**src/lcf_pkg.sv**
```systemverilog
// Shared types and constants for the linear convolution FIR block.
// No dependencies; used by linear_convolution_fir_top.
package lcf_pkg;

  localparam int MAX_TAPS_DEF    = 32;
  localparam int DATA_W          = 16;
  localparam int TAP_COUNT_W     = 6;
  localparam int TAP_INDEX_W     = 5;
  localparam int PROD_W          = 2 * DATA_W;
  localparam int Q_SHIFT         = 15;
  localparam int ROUND_BIAS      = 16384;
  localparam int Q_MAX           = 32767;
  localparam int Q_MIN           = -32768;

  localparam logic [TAP_COUNT_W-1:0] TAP_COUNT_RESET = TAP_COUNT_W'(1);

  localparam logic MODE_COEF   = 1'b0;
  localparam logic MODE_SAMPLE = 1'b1;

  typedef enum logic [1:0] {
    ST_IDLE,
    ST_MAC,
    ST_DRAIN,
    ST_PUT
  } state_t;

endpackage

```
**src/linear_convolution_fir_top.sv**
```systemverilog
// Streaming FIR for full linear convolution of a sample block with a stored kernel.
// Kernel and delay line live in two synchronous memories swept by one MAC.
// Depends on lcf_pkg.
//
//   channel | handshake           | payload
//   --------+---------------------+-------------------------------------------------
//   cfg     | cfg_valid/cfg_ready | cfg_data (tap_count)
//   in      | in_valid/in_ready   | mode, tap_index, coefficient, sample, block_end
//   out     | out_valid/out_ready | value, saturated, last
//
// Each sample word runs through ST_MAC, ST_DRAIN and ST_PUT to its output word; a
// block_end sample adds taps - 1 tail outputs, each again through ST_MAC, ST_DRAIN and
// ST_PUT. The single multiply-accumulate reads one tap per cycle from the kernel and
// delay line memories. rst is synchronous and clears the delay line valid
// bits at once. A stalled output word holds; the next word is accepted meanwhile, and
// the MAC waits only when a new result is ready and the output is still occupied.
module linear_convolution_fir_top #(
  parameter int MAX_TAPS = lcf_pkg::MAX_TAPS_DEF
) (
  input  logic                                clk,
  input  logic                                rst,
  input  logic                                cfg_valid,
  output logic                                cfg_ready,
  input  logic [lcf_pkg::TAP_COUNT_W-1:0]     cfg_data,
  input  logic                                in_valid,
  output logic                                in_ready,
  input  logic                                mode,
  input  logic [lcf_pkg::TAP_INDEX_W-1:0]     tap_index,
  input  logic signed [lcf_pkg::DATA_W-1:0]   coefficient,
  input  logic signed [lcf_pkg::DATA_W-1:0]   sample,
  input  logic                                block_end,
  output logic                                out_valid,
  input  logic                                out_ready,
  output logic signed [lcf_pkg::DATA_W-1:0]   value,
  output logic                                saturated,
  output logic                                last
);

  localparam int AW    = (MAX_TAPS > 1) ? $clog2(MAX_TAPS) : 1;
  localparam int CW    = $clog2(MAX_TAPS + 1);
  localparam int ACC_W = lcf_pkg::PROD_W + CW;
  localparam int DW    = lcf_pkg::DATA_W;

  localparam logic [AW-1:0]           LAST_ADDR = AW'(MAX_TAPS - 1);
  localparam logic signed [ACC_W-1:0] SAT_HI    = ACC_W'(lcf_pkg::Q_MAX);
  localparam logic signed [ACC_W-1:0] SAT_LO    = ACC_W'(lcf_pkg::Q_MIN);
  localparam logic signed [ACC_W-1:0] BIAS      = ACC_W'(lcf_pkg::ROUND_BIAS);

  lcf_pkg::state_t state, state_next;

  logic [lcf_pkg::TAP_COUNT_W-1:0] tap_count;
  logic [CW-1:0]                   taps_eff;
  logic [CW-1:0]                   taps;
  logic [CW-1:0]                   tails;
  logic                            blk;
  logic [AW-1:0]                   ptr;
  logic [AW-1:0]                   ptr_dec;
  logic [AW-1:0]                   k;
  logic [AW:0]                     daddr_sum;
  logic [AW-1:0]                   daddr;
  logic [MAX_TAPS-1:0]             dvalid;

  logic signed [DW-1:0]            kmem [MAX_TAPS];
  logic signed [DW-1:0]            dmem [MAX_TAPS];
  logic signed [DW-1:0]            kq;
  logic signed [DW-1:0]            dq;
  logic                            dvq;
  logic                            s1;
  logic                            s2;
  logic signed [lcf_pkg::PROD_W-1:0] prod;
  logic signed [ACC_W-1:0]         acc;
  logic signed [ACC_W-1:0]         rsum;
  logic signed [ACC_W-1:0]         rq;
  logic signed [DW-1:0]            rval;
  logic                            rsat;

  logic in_acc;
  logic smp_acc;
  logic coef_wr;
  logic issue;
  logic last_tap;
  logic out_load;
  logic tail_go;
  logic blk_done;

  assign cfg_ready = 1'b1;

  always_comb begin
    if (tap_count == '0) begin
      taps_eff = CW'(1);
    end else if (32'(tap_count) > 32'(MAX_TAPS)) begin
      taps_eff = CW'(MAX_TAPS);
    end else begin
      taps_eff = CW'(tap_count);
    end
  end

  assign ptr_dec   = (ptr == '0) ? LAST_ADDR : ptr - AW'(1);
  assign daddr_sum = {1'b0, ptr} + {1'b0, k};
  assign daddr     = (daddr_sum >= (AW+1)'(MAX_TAPS)) ?
                     AW'(daddr_sum - (AW+1)'(MAX_TAPS)) : AW'(daddr_sum);
  assign last_tap  = ({{(CW > AW ? CW - AW : 0){1'b0}}, k} == (taps - CW'(1)));

  // round half up, then clip to Q1.15
  always_comb begin
    rsum = acc + BIAS;
    rq   = rsum >>> lcf_pkg::Q_SHIFT;
    if (rq > SAT_HI) begin
      rval = DW'(lcf_pkg::Q_MAX);
      rsat = 1'b1;
    end else if (rq < SAT_LO) begin
      rval = DW'(lcf_pkg::Q_MIN);
      rsat = 1'b1;
    end else begin
      rval = DW'(rq);
      rsat = 1'b0;
    end
  end

  always_comb begin
    state_next = state;
    unique case (state)
      lcf_pkg::ST_IDLE: begin
        if (in_valid && mode == lcf_pkg::MODE_SAMPLE) begin
          state_next = lcf_pkg::ST_MAC;
        end
      end
      lcf_pkg::ST_MAC: begin
        if (last_tap) begin
          state_next = lcf_pkg::ST_DRAIN;
        end
      end
      lcf_pkg::ST_DRAIN: begin
        if (!s1 && !s2) begin
          state_next = lcf_pkg::ST_PUT;
        end
      end
      lcf_pkg::ST_PUT: begin
        if (!out_valid || out_ready) begin
          state_next = (tails != '0) ? lcf_pkg::ST_MAC : lcf_pkg::ST_IDLE;
        end
      end
      default: state_next = lcf_pkg::ST_IDLE;
    endcase
  end

  always_comb begin
    in_ready = (state == lcf_pkg::ST_IDLE);
    issue    = (state == lcf_pkg::ST_MAC);
    out_load = (state == lcf_pkg::ST_PUT) && (!out_valid || out_ready);
    in_acc   = in_valid && in_ready;
    smp_acc  = in_acc && (mode == lcf_pkg::MODE_SAMPLE);
    coef_wr  = in_acc && (mode == lcf_pkg::MODE_COEF) &&
               (32'(tap_index) < 32'(MAX_TAPS));
    tail_go  = out_load && (tails != '0);
    blk_done = out_load && (tails == '0) && blk;
  end

  always_ff @(posedge clk) begin
    if (rst) begin
      state     <= lcf_pkg::ST_IDLE;
      tap_count <= lcf_pkg::TAP_COUNT_RESET;
      ptr       <= '0;
      dvalid    <= '0;
      s1        <= 1'b0;
      s2        <= 1'b0;
      out_valid <= 1'b0;
    end else begin
      state <= state_next;
      if (cfg_valid && cfg_ready) begin
        tap_count <= cfg_data;
      end
      if (smp_acc) begin
        ptr             <= ptr_dec;
        dvalid[ptr_dec] <= 1'b1;
      end else if (tail_go) begin
        ptr             <= ptr_dec;
        dvalid[ptr_dec] <= 1'b0;
      end else if (blk_done) begin
        dvalid <= '0;
      end
      s1 <= issue;
      s2 <= s1;
      if (out_load) begin
        out_valid <= 1'b1;
      end else if (out_ready) begin
        out_valid <= 1'b0;
      end
    end
  end

  // kernel memory
  always_ff @(posedge clk) begin
    if (coef_wr) begin
      kmem[AW'(tap_index)] <= coefficient;
    end
    kq <= kmem[k];
  end

  // delay line memory, circular around ptr
  always_ff @(posedge clk) begin
    if (smp_acc) begin
      dmem[ptr_dec] <= sample;
    end
    dq  <= dmem[daddr];
    dvq <= dvalid[daddr];
  end

  always_ff @(posedge clk) begin
    if (smp_acc) begin
      taps  <= taps_eff;
      tails <= block_end ? taps_eff - CW'(1) : '0;
      blk   <= block_end;
    end else if (tail_go) begin
      tails <= tails - CW'(1);
    end
    if (smp_acc || tail_go) begin
      k   <= '0;
      acc <= '0;
    end else begin
      if (issue) begin
        k <= k + AW'(1);
      end
      if (s2) begin
        acc <= acc + ACC_W'(prod);
      end
    end
    if (s1) begin
      prod <= kq * (dvq ? dq : DW'(0));
    end
    if (out_load) begin
      value     <= rval;
      saturated <= rsat;
      last      <= blk && (tails == '0);
    end
  end

  a_idle_drained : assert property (@(posedge clk) disable iff (rst)
    state == lcf_pkg::ST_IDLE |-> !s1 && !s2)
    else $error("MAC pipeline busy while idle");

  a_no_overwrite : assert property (@(posedge clk) disable iff (rst)
    out_load |-> !out_valid || out_ready)
    else $error("output word overwritten");

  a_ptr_range : assert property (@(posedge clk) disable iff (rst)
    32'(ptr) < 32'(MAX_TAPS))
    else $error("delay line pointer out of range");

  a_tail_next : assert property (@(posedge clk) disable iff (rst)
    tail_go |=> state == lcf_pkg::ST_MAC && k == '0)
    else $error("tail output not started");

  a_k_range : assert property (@(posedge clk) disable iff (rst)
    issue |-> 32'(k) < 32'(taps))
    else $error("tap counter past tap count");

endmodule
```
**config.mk**
```make
export PLATFORM = sky130hd
export DESIGN_NAME = linear_convolution_fir_top
export DESIGN_NICKNAME = d
export VERILOG_FILES = /design/src/lcf_pkg.sv /design/src/linear_convolution_fir_top.sv
export SDC_FILE = /design/constraint.sdc
export NUM_CORES = 2
export LEC_CHECK = 0
export BUFFER_PORTS_ARGS = -buffer_cell sky130_fd_sc_hd__buf_2
export CAP_MARGIN = 30
export CORE_ASPECT_RATIO = 0.8
export CORE_MARGIN = 3
export CORE_UTILIZATION = 50
export CTS_CLUSTER_SIZE = 8
export DETAILED_ROUTE_END_ITERATION = 6
export GPL_TIMING_DRIVEN = 0
export PLACE_DENSITY_LB_ADDON = 0.08
export SLEW_MARGIN = 20
export SYNTH_ARGS = -nofsm -noshare
export SYNTH_HDL_FRONTEND = slang
export SYNTH_SLANG_ARGS = --single-unit
```
**constraint.sdc**
```tcl
create_clock -name clk -period 9.7 [get_ports clk]
set_clock_uncertainty 0.15 [all_clocks]
set_input_delay 0.97 -clock clk [delete_from_list [all_inputs] [get_ports clk]]
set_output_delay 0.97 -clock clk [all_outputs]
set_load 0.05 [all_outputs]
```
* Word level (Yosys, flattened, before mapping)
Memory sizes are Yosys's and may differ from the RTL's. A register that Yosys moved wholly into a read port is not among the register bits.
Index checks and enable logic that the tools add are counted.
** Storage, ports and cells
- Bits in registers :: 155
- RAM bits :: 1024
- Output and inout bits :: 21
- Logic and storage cells :: 104
- Memories kept :: 2
** Operators by class
- Add/subtract/negate cells :: 9
- Multipliers :: 1
- Order comparisons :: 7
- Equality and inequality tests :: 8
- Multiplexer cells :: 31
- Bitwise operators :: 4
- Reductions and logical operators :: 25
** Memory list
- dmem :: depth 32, bits a word 16, rd ports 1, clocked after memory_dff 1, wr ports 1, line linear_convolution_fir_top.sv:64 : logic signed [DW-1:0] dmem [MAX_TAPS];
- kmem :: depth 32, bits a word 16, rd ports 1, clocked after memory_dff 1, wr ports 1, line linear_convolution_fir_top.sv:63 : logic signed [DW-1:0] kmem [MAX_TAPS];
** Operators with widths (count)
- $mux 32 :: 4
- $add 38x16->38 const B :: 1
- $add 38x32->38 :: 1
- $and 32x32->32 :: 1
- $mul 16x32->32 :: 1
- $not 32->32 :: 1
- $or 32x32->32 :: 1
- $mux 6 :: 5
- $gt 23x16->1 const B :: 1
- $lt 23x16->1 const B :: 1
- $mux 5 :: 4
- $sub 6x1->6 const B :: 3
- $mux 16 :: 1
- $logic_not 6->1 :: 2
- $lt 5x6->1 const B :: 2
- $logic_and 1x1->1 :: 11
- $mux 1 :: 10
- $sub 5x1->5 const B :: 2
- $mux 2 :: 4
- $pmux 2 s4 :: 1
- $add 5x5->6 :: 1
- $eq 5x6->1 :: 1
- $ge 6x6->1 const B :: 1
- $gt 6x6->1 const B :: 1
- other kinds (17) :: 24

* Logic depth before layout (Yosys ltp)
- Depth in word-level cells :: 10
- Mapped depth :: 27
- Depth with buffers taken out :: 25

* Worst setup path before layout
No wires, ideal clock.
- Kind :: flip-flop to flip-flop
- Start :: reg dvq
- End :: reg prod[31] (netlist bit), data pin
- Arrival :: 6.173 ns
- Required time :: 9.290 ns
- Setup slack :: 3.117 ns
- Stages on the path, launching flop included :: 26
- Buffers on the path :: 2
- Period minus slack after synthesis :: 6.583 ns
- Path through :: dfxtp_1 clkbuf_1 and2_1 clkbuf_1 nand2_1 inv_1 fa_1 fa_1 inv_1 fa_1 fa_1 inv_1 fa_1 inv_1 fa_1 inv_1 ha_1 a21o_1 a21o_1 a21o_1 a21oi_1 o2bb2ai_1 a311oi_1 o21a_1 nor2_1 xnor2_1
** Between the ends
- Cells in the longest elaborated chain, start to end :: 2
** RTL lines
- start: declaration :: line linear_convolution_fir_top.sv:67 : logic dvq;
- start signal: assignment :: line linear_convolution_fir_top.sv:206 : dvq <= dvalid[daddr];
- $mux 32 :: line linear_convolution_fir_top.sv:229 : prod <= kq * (dvq ? dq : DW'(0));
- $mul 16x32->32 :: line linear_convolution_fir_top.sv:229
- end signal: assignment :: line linear_convolution_fir_top.sv:229
- end: declaration :: line linear_convolution_fir_top.sv:70 : logic signed [lcf_pkg::PROD_W-1:0] prod;
No other way between the ends.
A chain may end at the register's enable or synchronous reset.

* Final worst setup path
- Start :: reg dvq
- End :: reg prod[30] (netlist bit), data pin
Same word-level chain as after synthesis.

==> Flow_metrics.wiki <==
{| class="wikitable"
! Metric !! Value
|-
| Run status || completed
|-
| Wire length per cell || 27.3 um
|-
| Antenna Nets Post-Route || 0
|-
| Count of state elements after synthesis || 1211
|-
| Fill cells || 8965
|-
| Number of remaining DRC errors || 0
|-
| Post-CTS clock slew at the launch and capture registers of the worst setup and hold paths || 60 ps
|-
| Die ar. || 122000 um2
|-
| Actual transition at the worst max-transition pin || 1010 ps
|-
| Floorplan core area || 116000 um2
|-
| Proportion of power drawn by the clock network || 30.4%
|-
| Number of buffers added by the clock tree synthesis step || 169
|-
| Start-to-end type of the worst setup path || register to register
|-
| GR Util All Layers || 25.7%
|-
| Worst-path fanout max || 10
|-
| Final total negative setup slack || 0 ps
|-
| Count of hold buffers inserted by post-cts repair || 0
|-
| Final wirelength || 153000 um
|-
| Number of enable flip-flop cells after synthesis || 1087
|-
| Multi-input gate area || 21800 um2
|-
| Fraction of synthesis flops using an asynchronous set or reset pin || 0%
|-
| Post-Synthesis Cells || 3682
|-
| Number of max-cap violations || 0
|-
| Count of clock tree sinks || 1211
|-
| Number of antenna violations at the first check in global routing || 7
|-
| Internal power || 11.7 mW
|-
| Setup repair after global routing missed its margin || false
|-
| Kind of end point of the critical path || register
|-
| Clock tree from TritonCTS || yes
|-
| Synthesized net count || 4134
|-
| Port-buffer cells || 67
|-
| Post-placement setup slack || 1870 ps
|-
| Required time at the worst-slack endpoint || 10100 ps
|-
| Signal arrival time at the worst endpoint || 8320 ps
|-
| Power density of the placed cells || 263 nW/um2
|-
| Psw || 5.87 mW
|-
| Per-instance average area after synthesis || 16.0 um2
|-
| Most frequent cells in the layout || edfxtp_1, inv_1, mux4_2
|-
| Leakage power || 24.3 nW
|-
| Yosys cell types || 72
|-
| Register area share after synthesis || 59.8%
|-
| Clock insertion delay at the later pin of the skew report || 780 ps
|-
| Die span in y || 313 um
|-
| Worst hold margin || 310 ps
|-
| Std-Cell Rows || 111
|-
| Reg power frac || 36.8%
|-
| Total standard cell area after synthesis || 58800 um2
|-
| H-Tree Depth || 4
|-
| Detailed-route via count || 33.2k
|-
| Switching Fraction || 33.3%
|-
| Number of cells upsized or downsized after cts || 0
|-
| Final setup margin || 1770 ps
|-
| Per-cell via count in the routed design || 5.94
|-
| Starting Density || 50.9%
|-
| Count of endpoints failing setup in the final report || 0
|-
| Achievable frequency || 126 MHz
|-
| Max-slew violation total from the final report || 0
|-
| Number of cells in the design after placement || 5335
|-
| Number of DRC markers in iteration 0 || 3305
|-
| HPWL reported at the end of detailed placement || 109000 um
|-
| Portion of the clock cycle consumed by the worst path in the final layout || 81.7%
|-
| Launching element type of the critical path || register
|-
| Combinational group share of total power || 32.8%
|-
| Bufs on Longest Clock Path || 3
|-
| Number of buffers added for setup after CTS || 0
|-
| Final min period || 7930 ps
|-
| Fraction of final layout cells sized beyond drive strength 1 || 18.8%
|-
| Detailed-router iteration count before antenna repair || 5
|-
| Global-route wire length before repair || 227000 um
|-
| Vias in the first global route || 33.3k
|-
| Internal reg-to-reg setup slack || 1770 ps
|-
| Clock root cell || clkbuf_16
|-
| Nets || 4443
|-
| Reg area || 35100 um2
|-
| Max IR drop VDD || 0.142 mV
|-
| Hold crit path type || input port to register
|-
| Final weighted congestion in routability-driven placement || 0.899
|-
| Syn. warnings || 0
|-
| Commonest non-fill, non-tap cell in the layout || edfxtp_1
|-
| Number of top-level pins || 71
|-
| Post-synthesis to final-layout area growth || 13.8%
|-
| Slew headroom || 32.4%
|-
| Die extent in x || 389 um
|-
| Global route total overflow || 0
|-
| Pin count of the biggest net entering global routing || 34
|-
| Post-route insts no fill || 5594
|-
| Synth Flop Type || edfxtp_1
|-
| Hold violation count in the final report || 0
|}
[synthesized netlist by cell type, drive strengths merged, types with 4 or more instances]
cell type / n / area (um2)
mux2i: 28 / 280
a31oi: 9 / 56.3
xnor2: 68 / 596
a211oi: 15 / 118
o21ai: 117 / 586
o21bai: 9 / 71.3
a21boi: 6 / 45.0
mux4: 330 / 7430
o21a: 4 / 30.0
nor3: 23 / 120
dfxtp: 124 / 2480
nand2b: 17 / 106
nand3: 34 / 170
a21oi: 105 / 526
and3: 172 / 1080
nand4: 10 / 62.6
nor2: 135 / 509
nand2: 212 / 796
a21o: 44 / 330
o22ai: 8 / 50.1
nor4: 4 / 25.0
a311oi: 6 / 52.6
o31ai: 4 / 30.0
a211o: 5 / 43.8
and2: 45 / 282
fa: 264 / 5290
buf: 38 / 178
edfxtp: 1087 / 32600
clkbuf: 146 / 549
nand3b: 10 / 75.1
ha: 138 / 1730
inv: 331 / 1240
or3: 4 / 25.0
mux2: 34 / 383
xor2: 36 / 315
nor2b: 19 / 119
[power groups by stage]
stage	Clock [mW]	Combinational, mW	Sequential, mW
6_report	5.35	5.78	6.47
5_1_grt	5.70	6.24	6.49
4_1_cts	5.46	5.79	6.46
3_5_place_dp	0	5.77	6.56
3_3_place_gp	0	5.61	6.57
2_1_floorplan	0	3.80	6.35
[state kept, by name, indices dropped and copies added, names as in the netlist]
signal / count
dmem: 512
kmem: 512
acc: 38
dvalid: 32
prod: 32
dq: 16
kq: 16
value: 16
tails: 6
tap_count: 6
taps: 6
k: 5
ptr: 5
state: 2
blk: 1
dvq: 1
last: 1
out_valid: 1
s1: 1
s2: 1
saturated: 1
[per-stage QoR]
step	cell area, um2	util (%)	total power [mW]
global route	66900	57.9	18.4
detailed placement	62000	53.6	12.3
CTS	66700	57.8	17.7
global placement	61000	52.8	12.2
floorplan	58800	-	10.2
finish	66900	57.9	17.6
[layout make-up]
cell class,count,share of cell area [%]
clock buffers,235,6.73
multi-input cells,1954,32.6
diodes,1,0.00374
repair buffers,138,1.90
clock inverters,13,0.397
flip-flops and latches,1211,52.5
well taps,1525,2.85
plain buffers,184,1.10
inverters,333,1.87
[routing by layer]
metal	vias up	wire length (um)	global-route usage, %
met1	17279	70900	40.9
met5	-	0	0
li1	14385	-	-
met4	0	3310	6.64
met3	216	13500	5.78
met2	1337	65100	35.9
[logic make-up (layout without fill, tap and decap cells)]
family | Yosys count | in the layout | share of synthesized area, %
simple gates | 694 | 694 | 5.85
compound gates | 361 | 361 | 3.75
other cells | 1 | 2 | 0.00638
buf+inv | 517 | 903 | 3.36
mux | 392 | 392 | 13.8
flops | 1211 | 1211 | 59.8
fa+ha+maj | 402 | 402 | 11.9
xor+xnor | 104 | 104 | 1.55
[critical path, cell delays in order (launching register included)]
cell      delay (ps)
dfxtp_1          410
clkbuf_1         360
and2_1           210
clkbuf_1         440
nand2_1          180
inv_1            170
fa_1             550
fa_1             800
inv_1            220
fa_1             470
fa_1             540
inv_1             60
fa_1             530
inv_1             50
fa_1             470
inv_1             40
ha_1             350
and3_1           220
and3_1           280
nand2_1           80
o221ai_1         280
a41o_1           260
a21o_1           160
a21oi_1           80
xnor2_1          340
[final timing paths]
| check | startpoint | endpoint | depth (start not counted) |
|---|---|---|---|
| max reg2reg | dvq | prod[30] | 24 |
| min | block_end | blk | 1 |
| max | dvq | prod[30] | 24 |
| min reg2reg | dvalid[2] | dvalid[2] | 2 |
Power figures use the tool's default switching activity.
